**src/rtl/rcw_pkg.sv**
```systemverilog
`timescale 1ns / 1ps

package rcw_pkg;

    localparam int WIN_W    = 32;
    localparam int HINT_W   = 31;
    localparam int ACKED_W  = 16;
    localparam int SEG_W    = 16;
    localparam int REQ_W    = 2;
    localparam int ADDR_W   = 4;
    localparam int DATA_W   = 32;
    localparam int CNT_W    = 5;

    typedef enum logic [REQ_W-1:0] {
        REQ_ACK  = 2'd0,
        REQ_LOSS = 2'd1,
        REQ_FRTO = 2'd2,
        REQ_OPEN = 2'd3
    } req_kind_t;

    typedef enum logic [1:0] {
        REG_SLOW_START_LIMIT = 2'd0,
        REG_SEGMENT_SIZE     = 2'd1,
        REG_INITIAL_WINDOW   = 2'd2,
        REG_UNUSED           = 2'd3
    } reg_index_t;

    localparam logic [WIN_W-1:0] SSL_RESET  = 32'd65535;
    localparam logic [SEG_W-1:0] SEG_RESET  = 16'd1460;
    localparam logic [WIN_W-1:0] INIT_RESET = 32'd4380;
    localparam logic [WIN_W-1:0] WIN_MAX    = 32'hFFFF_FFFF;
    localparam logic [WIN_W-1:0] WIN_ONE    = 32'd1;

endpackage

```
**src/rtl/reno_congestion_window_top.sv**
```systemverilog
`timescale 1ns / 1ps
// Ack items in congestion avoidance pass through EVAL, a 32-step restoring divider in DIV,
// ADD and FINISH before the result is valid; the next item is accepted only once the
// sequencer is back in IDLE. Loss, FRTO, open, slow-start acks and acks on a zero window
// go from EVAL straight to FINISH. The result sits in an output register: while it waits,
// the next item is taken and worked, then holds in its last step until the register frees.
// Reset (rst_n low, asynchronous) zeroes the window and loads the register defaults.
module reno_congestion_window_top (
    input  logic                          clk,
    input  logic                          rst_n,
    // configuration port
    input  logic                          psel,
    input  logic                          penable,
    input  logic                          pwrite,
    input  logic [rcw_pkg::ADDR_W-1:0]    paddr,
    input  logic [rcw_pkg::DATA_W-1:0]    pwdata,
    output logic [rcw_pkg::DATA_W-1:0]    prdata,
    output logic                          pready,
    // request channel
    input  logic                          req_valid,
    output logic                          req_stall,
    input  logic [rcw_pkg::REQ_W-1:0]     req_type,
    input  logic [rcw_pkg::ACKED_W-1:0]   acked_bytes,
    // result channel
    output logic                          rsp_valid,
    input  logic                          rsp_stall,
    output logic [rcw_pkg::WIN_W-1:0]     window,
    output logic [rcw_pkg::HINT_W-1:0]    threshold_hint
);
    import rcw_pkg::*;

    // Sequencer: EVAL resolves the cheap cases, DIV runs the divider one
    // quotient bit per cycle, ADD applies the minimum-one rule and saturation,
    // FINISH hands the new window to the output register.
    typedef enum logic [2:0] {
        ST_IDLE,
        ST_EVAL,
        ST_DIV,
        ST_ADD,
        ST_FINISH
    } state_t;

    state_t              state_reg;
    req_kind_t           kind_reg;
    logic [ACKED_W-1:0]  acked_reg;
    logic [WIN_W-1:0]    cong_window_reg;
    logic [WIN_W-1:0]    result_reg;
    logic [WIN_W-1:0]    quo_reg;
    logic [WIN_W:0]      rem_reg;
    logic [CNT_W-1:0]    count_reg;
    logic                rsp_valid_reg;
    logic [WIN_W-1:0]    window_reg;

    logic [WIN_W-1:0]    ssl_reg;
    logic [SEG_W-1:0]    seg_reg;
    logic [WIN_W-1:0]    init_reg;

    // ------------------------------------------------------------------
    // Configuration registers: written on the access phase of a write.
    // ------------------------------------------------------------------
    logic       cfg_write;
    reg_index_t cfg_index;

    assign pready    = 1'b1;
    assign cfg_write = psel && penable && pwrite && pready;
    assign cfg_index = reg_index_t'(paddr[3:2]);

    always_ff @(posedge clk or negedge rst_n)
    begin
        if (!rst_n)
        begin
            ssl_reg  <= SSL_RESET;
            seg_reg  <= SEG_RESET;
            init_reg <= INIT_RESET;
        end
        else if (cfg_write)
        begin
            unique case (cfg_index)
                REG_SLOW_START_LIMIT: ssl_reg  <= pwdata;
                REG_SEGMENT_SIZE:     seg_reg  <= pwdata[SEG_W-1:0];
                REG_INITIAL_WINDOW:   init_reg <= pwdata;
                REG_UNUSED:           ;
            endcase
        end
    end

    always_comb
    begin
        unique case (cfg_index)
            REG_SLOW_START_LIMIT: prdata = ssl_reg;
            REG_SEGMENT_SIZE:     prdata = {{(DATA_W-SEG_W){1'b0}}, seg_reg};
            REG_INITIAL_WINDOW:   prdata = init_reg;
            REG_UNUSED:           prdata = '0;
        endcase
    end

    // ------------------------------------------------------------------
    // Datapath pieces used by the sequencer.
    // ------------------------------------------------------------------
    logic               req_accept;
    logic               out_free;
    logic [WIN_W:0]     ss_sum;
    logic [WIN_W-1:0]   ss_capped;
    logic [WIN_W-1:0]   product;
    logic [WIN_W:0]     rem_shift;
    logic [WIN_W+1:0]   trial;
    logic [WIN_W-1:0]   incr;
    logic [WIN_W:0]     ca_sum;
    logic [WIN_W-1:0]   ca_sat;

    assign req_stall  = (state_reg != ST_IDLE);
    assign req_accept = req_valid && !req_stall;
    assign out_free   = !rsp_valid_reg || !rsp_stall;

    // Slow start: add wide, cap at the limit.
    assign ss_sum    = {1'b0, cong_window_reg} + {{(WIN_W+1-ACKED_W){1'b0}}, acked_reg};
    assign ss_capped = (ss_sum > {1'b0, ssl_reg}) ? ssl_reg : ss_sum[WIN_W-1:0];

    // 16x16 product is the dividend of the increment.
    assign product = WIN_W'(seg_reg) * WIN_W'(acked_reg);

    // One restoring step: shift in the next dividend bit, try the subtract.
    assign rem_shift = {rem_reg[WIN_W-1:0], quo_reg[WIN_W-1]};
    assign trial     = {1'b0, rem_shift} - {2'b00, cong_window_reg};

    // Raise a zero increment to one, then saturate the sum.
    assign incr   = (quo_reg == '0) ? WIN_ONE : quo_reg;
    assign ca_sum = {1'b0, cong_window_reg} + {1'b0, incr};
    assign ca_sat = ca_sum[WIN_W] ? WIN_MAX : ca_sum[WIN_W-1:0];

    // ------------------------------------------------------------------
    // Sequencer and output register.
    // ------------------------------------------------------------------
    always_ff @(posedge clk or negedge rst_n)
    begin
        if (!rst_n)
        begin
            state_reg       <= ST_IDLE;
            kind_reg        <= REQ_ACK;
            acked_reg       <= '0;
            cong_window_reg <= '0;
            result_reg      <= '0;
            quo_reg         <= '0;
            rem_reg         <= '0;
            count_reg       <= '0;
            rsp_valid_reg   <= 1'b0;
            window_reg      <= '0;
        end
        else
        begin
            // drop the result once the consumer takes it, unless FINISH refills it
            if (rsp_valid_reg && !rsp_stall && state_reg != ST_FINISH)
            begin
                rsp_valid_reg <= 1'b0;
            end

            unique case (state_reg)
                ST_IDLE:
                begin
                    if (req_accept)
                    begin
                        kind_reg  <= req_kind_t'(req_type);
                        acked_reg <= acked_bytes;
                        state_reg <= ST_EVAL;
                    end
                end

                ST_EVAL:
                begin
                    priority if (kind_reg == REQ_LOSS)
                    begin
                        result_reg <= WIN_ONE;
                        state_reg  <= ST_FINISH;
                    end
                    else if (kind_reg == REQ_FRTO || kind_reg == REQ_OPEN)
                    begin
                        result_reg <= init_reg;
                        state_reg  <= ST_FINISH;
                    end
                    else if (cong_window_reg == '0)
                    begin
                        // hold a zero window on ack
                        result_reg <= cong_window_reg;
                        state_reg  <= ST_FINISH;
                    end
                    else if (cong_window_reg < ssl_reg)
                    begin
                        result_reg <= ss_capped;
                        state_reg  <= ST_FINISH;
                    end
                    else
                    begin
                        // load the dividend and start the divider
                        quo_reg   <= product;
                        rem_reg   <= '0;
                        count_reg <= CNT_W'(WIN_W - 1);
                        state_reg <= ST_DIV;
                    end
                end

                ST_DIV:
                begin
                    if (!trial[WIN_W+1])
                    begin
                        rem_reg <= trial[WIN_W:0];
                        quo_reg <= {quo_reg[WIN_W-2:0], 1'b1};
                    end
                    else
                    begin
                        rem_reg <= rem_shift;
                        quo_reg <= {quo_reg[WIN_W-2:0], 1'b0};
                    end
                    if (count_reg == '0)
                    begin
                        state_reg <= ST_ADD;
                    end
                    else
                    begin
                        count_reg <= count_reg - CNT_W'(1);
                    end
                end

                ST_ADD:
                begin
                    result_reg <= ca_sat;
                    state_reg  <= ST_FINISH;
                end

                ST_FINISH:
                begin
                    // wait until the output register is free
                    if (out_free)
                    begin
                        cong_window_reg <= result_reg;
                        window_reg      <= result_reg;
                        rsp_valid_reg   <= 1'b1;
                        state_reg       <= ST_IDLE;
                    end
                end

                default:
                begin
                    state_reg <= ST_IDLE;
                end
            endcase
        end
    end

    assign rsp_valid      = rsp_valid_reg;
    assign window         = window_reg;
    assign threshold_hint = window_reg[WIN_W-1:1];

endmodule

```
**config.mk**
```make
export PLATFORM = sky130hd
export DESIGN_NAME = reno_congestion_window_top
export DESIGN_NICKNAME = d
export VERILOG_FILES = /design/src/rtl/rcw_pkg.sv /design/src/rtl/reno_congestion_window_top.sv
export SDC_FILE = /design/constraint.sdc
export NUM_CORES = 1
export LEC_CHECK = 0
export BUFFER_PORTS_ARGS = -buffer_cell sky130_fd_sc_hd__buf_2
export CORE_ASPECT_RATIO = 0.5
export CORE_MARGIN = 2
export CORE_UTILIZATION = 57
export CTS_CLUSTER_SIZE = 8
export DETAILED_ROUTE_END_ITERATION = 7
export PLACE_DENSITY = 0.89
export SLEW_MARGIN = 5
export SYNTH_ARGS = -nofsm -noshare
export SYNTH_HDL_FRONTEND = slang
export SYNTH_SLANG_ARGS = --single-unit
```
**constraint.sdc**
```tcl
create_clock -name clk -period 6.9 [get_ports clk]
set_clock_uncertainty 0.2 [all_clocks]
set_input_delay 0.69 -clock clk [delete_from_list [all_inputs] [get_ports clk]]
set_output_delay 0.69 -clock clk [all_outputs]
set_load 0.05 [all_outputs]
```
### Word-level counts from Yosys, hierarchy flattened

Index checks and enable logic that the tools add are counted.

* bits in registers: 235
* bits in latches: 0
* memory bits (writable): 0
* bits in read-only memories: 0
* output and inout bits: 98
* logic and storage cells: 104
* memories kept: 0

* add/sub/neg operators: 4
* multiply operators: 1
* divide/modulo/power cells: 0
* $lt $le $gt $ge: 2
* equality and inequality tests: 20
* shift-type cells: 0
* multiplexer cells: 38
* bitwise logic cells: 0
* reduce and logical (&&, ||, !) cells: 27

Operators by type and width (number)
* $mux 32: 16
* $pmux 32 s2: 3
* $pmux 32 s4: 1
* $logic_not 32->1: 2
* $sub 33x32->34: 1
* $add 32x16->33: 1
* $add 32x32->33: 1
* $gt 33x32->1: 1
* $lt 32x32->1: 1
* $mul 16x16->32: 1
* $mux 5: 5
* $mux 3: 7
* $ne 2x2->1 const B: 8
* $pmux 3 s5: 1
* $reduce_and 2->1: 6
* $pmux 5 s2: 1
* $eq 2x2->1 const B: 4
* $eq 3x2->1 const B: 2
* $reduce_and 6->1: 1
* $logic_and 1x1->1: 5
* $logic_not 5->1: 1
* $ne 5x5->1 const B: 1
* $reduce_and 5->1: 1
* $sub 5x1->5 const B: 1
* other kinds (12): 20

### Depth between registers and ports, before layout

Gate-level depths: netlist of run 1.

* depth in word-level cells: 8
* gate-level depth with buffers: 25
* depth with buffers taken out: 24

### Least setup slack after synthesis of run 1

No wires, ideal clock.

* path type: reg2reg
* start: reg seg_reg[8]
* end: reg quo_reg[30]
* setup time: 131 ps
* arrival: 6321 ps
* path slack: 248 ps
* cell stages (with the launch flop): 23
* buffers on the path: 2
* clock period less this slack: 6652 ps
* path through: dfstp_2 -> clkbuf_1 -> clkbuf_1 -> nand2_1 -> fa_1 -> fa_1 -> fa_1 -> fa_1 -> inv_1 -> fa_1 -> inv_1 -> fa_1 -> inv_1 -> ha_1 -> a21o_1 -> a21o_1 -> a221oi_2 -> a2bb2oi_2 -> o2111ai_1 -> a21o_1 -> a21oi_1 -> nor4b_1 -> or3_1

* cells in the longest elaborated chain, start to end: 6

Ends and longest elaborated chain
* start: declaration: line reno_congestion_window_top.sv:55 `logic [SEG_W-1:0] seg_reg;`
* start signal: assignment: line reno_congestion_window_top.sv:80 `REG_SEGMENT_SIZE: seg_reg <= pwdata[SEG_W-1:0];`
* $mul 16x16->32: line reno_congestion_window_top.sv:120 `assign product = WIN_W'(seg_reg) * WIN_W'(acked_reg);`
* $mux 32: line reno_congestion_window_top.sv:186 `else if (cong_window_reg < ssl_reg)`
* $mux 32: line reno_congestion_window_top.sv:180 `else if (cong_window_reg == '0)`
* $mux 32: line reno_congestion_window_top.sv:175 `else if (kind_reg == REQ_FRTO || kind_reg == REQ_OPEN)`
* $mux 32: line reno_congestion_window_top.sv:170 `priority if (kind_reg == REQ_LOSS)`
* $pmux 32 s2: line reno_congestion_window_top.sv:157 `unique case (state_reg)`
* end signal: assignment: line reno_congestion_window_top.sv:194 `quo_reg <= product;`
* end signal: assignment: line reno_congestion_window_top.sv:206 `quo_reg <= {quo_reg[WIN_W-2:0], 1'b1};`
* end signal: assignment: line reno_congestion_window_top.sv:211 `quo_reg <= {quo_reg[WIN_W-2:0], 1'b0};`
* end: declaration: line reno_congestion_window_top.sv:48 `logic [WIN_W-1:0] quo_reg;`

Every way passes these cells. The select of a mux whose other input is x is not followed.
A chain may end at the register's enable or synchronous reset.

### Final worst setup path of run 1

* start: reg seg_reg[7]
* end: reg quo_reg[30]

The elaborated chain is that of the path after synthesis.

==> summary.txt, run 1 <==
Synthesis
  – Yosys warns: 0
  – Syn_area_per_cell: 8.96 µm²
  – Synth Register Bits: 235
  – Seq/Total Area, Yosys: 23.5%
  – Yosys top cell by area: dfrtp_1
  – Post-Syn Area: 25100 µm²
  – Synth cell types: 80
  – Post-synth EDFFs: 0
  – Cells after Synth: 2802
  – Synth area leaders: dfrtp_1 (21%), fa_1 (16%), ha_1 (12%)
  – Synth Flop Type: dfrtp_1
  – Post-synth net total: 3309
  – Asr flop ratio synth: 100%
  – Area fraction of the dominant cell type after synthesis: 20.7%

Job
  – Max-cap violations: 0

Placement
  – Post-place setup slack: 0.0170 ns
  – Port Buffers: 155
  – HPWL after DPL: 57300 µm
  – Cells after DPL: 3444
  – Placer Congestion: 0.988

Setup path
  – Max FO, Critical Path: 6
  – CP endpoint kind: flip-flop
  – Most used cell, CP: fa_1
  – Worst Setup Start Kind: flip-flop
  – Required @ worst endpoint: 7.11 ns
  – Max stage delay on crit path: 0.70 ns
  – Critical path class: reg2reg
  – Worst EP arrival: 6.98 ns
  – Critical path's slowest cell: dfstp_4
  – CP cell instances: buf_4, nand2_1, fa_1, fa_1, fa_1, fa_1, inv_1, fa_1, inv_1, fa_1, inv_1, ha_1, a21o_1, a21o_1, a221oi_4, a2bb2oi_4, o2111ai_2, a21o_1, a21oi_2, nor4b_1, or3_1

CTS
  – CTS tree: built
  – Clock transition at path regs: 0.06 ns
  – H-tree depth: 2
  – Root Buffer: clkbuf_16
  – CTS Buf Count: 35
  – Hold buffers post-CTS: 0
  – Clock Tree Buf Depth: 3
  – Sink Count: 235
  – Clk_lat worst skew: 0.54 ns

Detailed routing
  – Via count: 22100
  – # DRC: 0
  – Starting DRT DRC Count: 2362
  – Pre-antenna DRT Iters: 5
  – DR vias/cell: 6.29
  – Routed wire length per instance: 22.4 µm
  – Final wirelength: 78400 µm
  – Routed Antenna Nets: 0

Floorplanning
  – Die area: 45900 µm²
  – DIE WIDTH: 301 µm
  – Site Rows: 54
  – Die height: 152 µm
  – Initial Utilization: 57.7%
  – Core ar.: 43500 µm²
  – I/O Pins: 159

GRT
  – Initial antenna violation count: 0
  – Congestion Overflow GR: 0
  – Gr usage total: 33.8%
  – First-pass GRT wire length: 122000 µm
  – Vias in the first global route: 22600
  – Largest net degree at the start of global routing: 123

Status
  – Outcome: complete, but fails checks
  – Failing checks: negative hold slack

STA
  – PnR worst setup slack: 0.131 ns
  – Worst Tran Pin Value: 1.11 ns
  – Setup-failing EPs final: 0
  – RSZ-0062 raised after global routing: true
  – Rel. slew slack: 25.7%
  – Final Max Tran Viols: 0
  – Fmax: 148 MHz
  – Hold Fails Final Rpt: 5
  – Tcrit/Tclk final: 98.1%
  – Worst hold margin: -0.0474 ns
  – Final min period: 6.77 ns

Final layout
  – Share of cells above drive strength 1: 16.7%
  – Post-layout net count: 3409
  – Area Growth Syn to Fin: 10.0%
  – Util after Layout: 63.5%
  – Fin cells: 3508
  – Diodes inserted: 0

Hold path
  – Hold crit path type: in2async
-- layer usage --
layer	up-vias	GRT usage [%]	part of all wire, %
li1	9649	-	-
met1	10700	43.6	39
met2	1322	53.2	45
met3	367	7.56	10
met4	0	18.3	5.9
met5	-	0	0
-- per-stage QoR --
stage | setup TNS (ns) | area [µm²]
4_1_cts | 0 | 27400
2_1_floorplan | 0 | 25100
5_1_grt | -0.112 | 27600
6_report | 0 | 27600
3_5_place_dp | 0 | 26500
3_3_place_gp | 0 | 26500
-- cell usage after synthesis, types with 5 or more instances --
cell type,n
a2111oi_0,5
a211oi_1,17
a21o_1,55
a21oi_1,122
a222oi_1,8
a22oi_1,27
a31oi_1,31
and2_1,124
and3_1,13
buf_1,5
buf_4,34
clkbuf_1,133
dfrtp_1,208
dfstp_2,27
fa_1,197
ha_1,249
inv_1,319
mux2_2,125
mux2i_1,59
nand2_1,334
nand2b_1,15
nand3_1,61
nand4_1,27
nor2_1,112
nor2b_1,15
nor3_1,20
nor4_1,18
o2111ai_1,5
o211ai_1,14
o21a_1,18
o21ai_0,205
o21ai_1,7
o21bai_1,6
or3_1,8
xnor2_1,67
xor2_1,35
-- timing repair --
| action | 4_1_cts | 5_1_grt |
|---|---|---|
| gates resized for setup | 1 | 40 |
| buffers inserted | 0 | 9 |
| cloned | 0 | 0 |
| endpoints found under the setup margin | 1 | 10 |
| endpoints found under the hold margin | 0 | 0 |
| pin swaps | 0 | 11 |
-- final cells by class --
type                            count  area, µm²
Multi-Input combinational cell   2070      17300
Clock buffer                       52        950
Inverter                          320       1200
Tap cell                          588        736
Sequential cell                   235       5940
Clock inverter                      3       26.3
Timing Repair Buffer              240       1460
Fill cell                        3311      15900
-- critical path, delay by kind of cell (launching register included) --
kind / cells / cell delay, ns
adder cells (fa/ha/maj): 7 / 3.36
AO/OA/AOI/OAI: 7 / 1.56
flip-flops: 1 / 0.70
AND/OR/NAND/NOR: 3 / 0.51
buffers and inverters: 4 / 0.33
-- cells by family after synthesis --
group	count (synthesis)	synth area share (%)
flip-flops	235	23.5
AND/OR/NAND/NOR	765	14.5
other	1	0.0149
AO/OA/AOI/OAI	569	14.2
multiplexers	187	8.13
buffers and inverters	497	7.99
XOR/XNOR	102	3.56
adder cells (fa/ha/maj)	446	28.1
-- worst paths after layout --
path	from	endpoint	slack (ns)	cells past startpoint
max	seg_reg[7]	quo_reg[30]	0.13	21
min reg2reg	result_reg[21]	result_reg[21]	0.31	2
min in group clk	pwdata[18]	ssl_reg[18]	0.17	3
min	rst_n	rem_reg[22]	-0.05	1
max in group asynchronous	rst_n	seg_reg[6]	5.28	2
max reg2reg	seg_reg[7]	quo_reg[30]	0.13	21
-- placed cells by master, fill, tap and decap left out, types with 66 or more instances in the layout --
cell type,Yosys,layout
a21oi_1,122,117
and2_1,124,123
buf_2,4,154
buf_4,34,81
dfrtp_1,208,199
fa_1,197,196
ha_1,249,249
inv_1,319,319
mux2_2,125,125
nand2_1,334,334
nor2_1,112,109
o21ai_0,205,202
xnor2_1,67,66
Power of run 1 is not shown: default switching activity piles up to over one toggle a cycle in this logic, so the estimate is an artifact.
==> inputs of run 2 (changes only) <==
- GPL_TIMING_DRIVEN: unset -> 0
==> summary.txt, run 2 (synthesis gave the netlist of run 1 again) <==
Job
  – Max-cap violations: 0 (unchanged)

STA
  – RSZ-0062 raised after global routing: true (unchanged)
  – Setup-failing EPs final: 0 (unchanged)
  – Tcrit/Tclk final: 99.3% (was 98.1%)
  – Final min period: 6.85 ns (was 6.77 ns)
  – Worst hold margin: 0.179 ns (was -0.0474 ns)
  – Fmax: 146 MHz (was 148 MHz)
  – Hold Fails Final Rpt: 0 (was 5)
  – Worst Tran Pin Value: 1.22 ns (was 1.11 ns)
  – Rel. slew slack: 18.8% (was 25.7%)
  – PnR worst setup slack: 0.0457 ns (was 0.131 ns)
  – Final Max Tran Viols: 0 (unchanged)

Detailed routing
  – Routed Antenna Nets: 0 (unchanged)
  – # DRC: 0 (unchanged)
  – Final wirelength: 84300 µm (was 78400 µm)
  – Starting DRT DRC Count: 2832 (was 2362)
  – Routed wire length per instance: 23.1 µm (was 22.4 µm)
  – DR vias/cell: 6.31 (was 6.29)
  – Via count: 23000 (was 22100)
  – Pre-antenna DRT Iters: 8 (was 5)

Setup path
  – R2R setup slack: 0.05 ns (was 0.13 ns)
  – Critical path class: reg2reg (unchanged)
  – Reg2reg start: seg_reg[7] (unchanged)
  – CP endpoint kind: flip-flop (unchanged)
  – Required @ worst endpoint: 7.11 ns (about the same)
  – Worst Setup Start Kind: flip-flop (unchanged)
  – Worst reg-to-reg path cell count: 23 (was 21)
  – Worst EP arrival: 7.06 ns (was 6.98 ns)
  – Max FO, Critical Path: 8 (was 6)
  – Worst r2r dst: quo_reg[19] (was quo_reg[30])

GRT
  – First-pass GRT wire length: 128000 µm (was 122000 µm)
  – Congestion Overflow GR: 0 (unchanged)
  – Largest net degree at the start of global routing: 98 (was 123)
  – Vias in the first global route: 23000 (was 22600)
  – Gr usage total: 36.1% (was 33.8%)
  – Initial antenna violation count: 5 (was 0)

CTS
  – Clock Tree Buf Depth: 3 (unchanged)
  – CTS Buf Count: 35 (unchanged)
  – Clock transition at path regs: 0.05 ns (was 0.06 ns)
  – Root Buffer: clkbuf_16 (unchanged)
  – Clk_lat worst skew: 0.54 ns (about the same)
  – H-tree depth: 2 (unchanged)
  – CTS tree: built (unchanged)
  – Sink Count: 235 (unchanged)

Floorplanning
  – I/O Pins: 159 (unchanged)
  – Die height: 152 µm (unchanged)
  – Die area: 45900 µm² (unchanged)
  – Site Rows: 54 (unchanged)
  – Initial Utilization: 57.7% (unchanged)
  – DIE WIDTH: 301 µm (unchanged)
  – Core ar.: 43500 µm² (unchanged)

Placement
  – Placer Congestion: 0.984 (was 0.988)
  – Port Buffers: 153 (was 155)
  – HPWL after DPL: 62500 µm (was 57300 µm)
  – Post-place setup slack: -0.820 ns (was 0.0170 ns)

Status
  – Outcome: complete, no violations (was complete, but fails checks)

Final layout
  – Post-layout net count: 3546 (was 3409)
  – Most frequent cells in the layout: nand2_1 (334), inv_1 (319), ha_1 (239) (was nand2_1 (334), inv_1 (319), ha_1 (249))
  – Fillcell total: 3357 (was 3311)
  – Most common cell after layout, fill and taps aside: nand2_1 (unchanged)
  – Area Growth Syn to Fin: 13.7% (was 10.0%)
  – Share of cells above drive strength 1: 17.8% (was 16.7%)

Hold path
  – Min-delay src: pwdata[16]
  – WHS Endpoint: ssl_reg[16]
  – Hold crit path type: in2reg (was in2async)
  – WHS Path Cells: 3
run 2: cell types whose count changed in the layout (fill, tap and decap cells not counted), sizes merged:
cell and change:
inv -2, diode +5, buf +18, clkbuf +119, clkinv +1, dlygate4sd3 +1
run 2: routing by layer:
| layer | up-vias | global-route usage [%] | wire (µm) | part of all wire, % |
|---|---|---|---|---|
| met5 | - | 0 | 20 | 0.024 |
| met4 | 4 | 19.6 | 5060 | 6.0 |
| met3 | 382 | 9.64 | 10100 | 12 |
| met2 | 1475 | 55.2 | 37200 | 44 |
| met1 | 11200 | 46.9 | 32000 | 38 |
| li1 | 9948 | - | - | - |
run 2: final cells by class:
type                       count  area [µm²]  area share, %
clock inverter                 2        25.0         0.0876
clock buffer                  53         975           3.41
buffer                       171         932           3.26
inverter                     320        1200           4.21
multi-input combinational   2070       17400           61.0
timing repair buffer         206        1320           4.62
antenna                        5        12.5         0.0438
sequential                   235        5950           20.8
tap                          588         736           2.58
run 2: critical path: stages, from the launching register on:
cell      delay (ns)
dfstp_2         0.70
buf_4           0.18
and2_1          0.15
fa_1            0.44
inv_1           0.13
fa_1            0.43
fa_1            0.52
inv_1           0.05
fa_1            0.48
fa_1            0.55
inv_1           0.08
fa_1            0.56
inv_1           0.07
ha_4            0.26
a21o_1          0.18
a22oi_2         0.21
o21ai_1         0.09
o31ai_1         0.30
nor2b_2         0.24
o211ai_1        0.14
a21o_1          0.21
a21oi_2         0.19
xor2_2          0.27
o21ai_0         0.11
run 2: worst max path at each step:
stage                     from          end  slack, ns
floorplan           seg_reg[8]  quo_reg[30]       0.25
global placement    seg_reg[8]  quo_reg[19]      -0.66
global route        seg_reg[7]  quo_reg[19]      -0.18
finish              seg_reg[7]  quo_reg[19]       0.05
CTS                 seg_reg[4]  quo_reg[30]    -0.0006
detailed placement  seg_reg[8]  quo_reg[30]      -0.82
run 2: timing repair:
action,CTS,global route
gates cloned,0,1
pin swaps,1,24
hold buffers,1,0
resized for setup,77,80
hold endpoints to repair,51,0
setup buffers,12,37
setup endpoints to repair,18,12
run 2: stage by stage:
stage | TNS, ns | utilization [%] | std cells | cell area, µm²
after floorplan | 0 | - | 2802 | 25100
after global placement | -7.30 | 61.2 | 3543 | 26600
after detailed placement | -9.21 | 61.3 | 3545 | 26700
after CTS | -0.000553 | 64.2 | 3607 | 27900
after global routing | -0.468 | 65.6 | 3646 | 28600
final | 0 | 65.6 | 3650 | 28600
Power of run 2 is left out for the same reason.
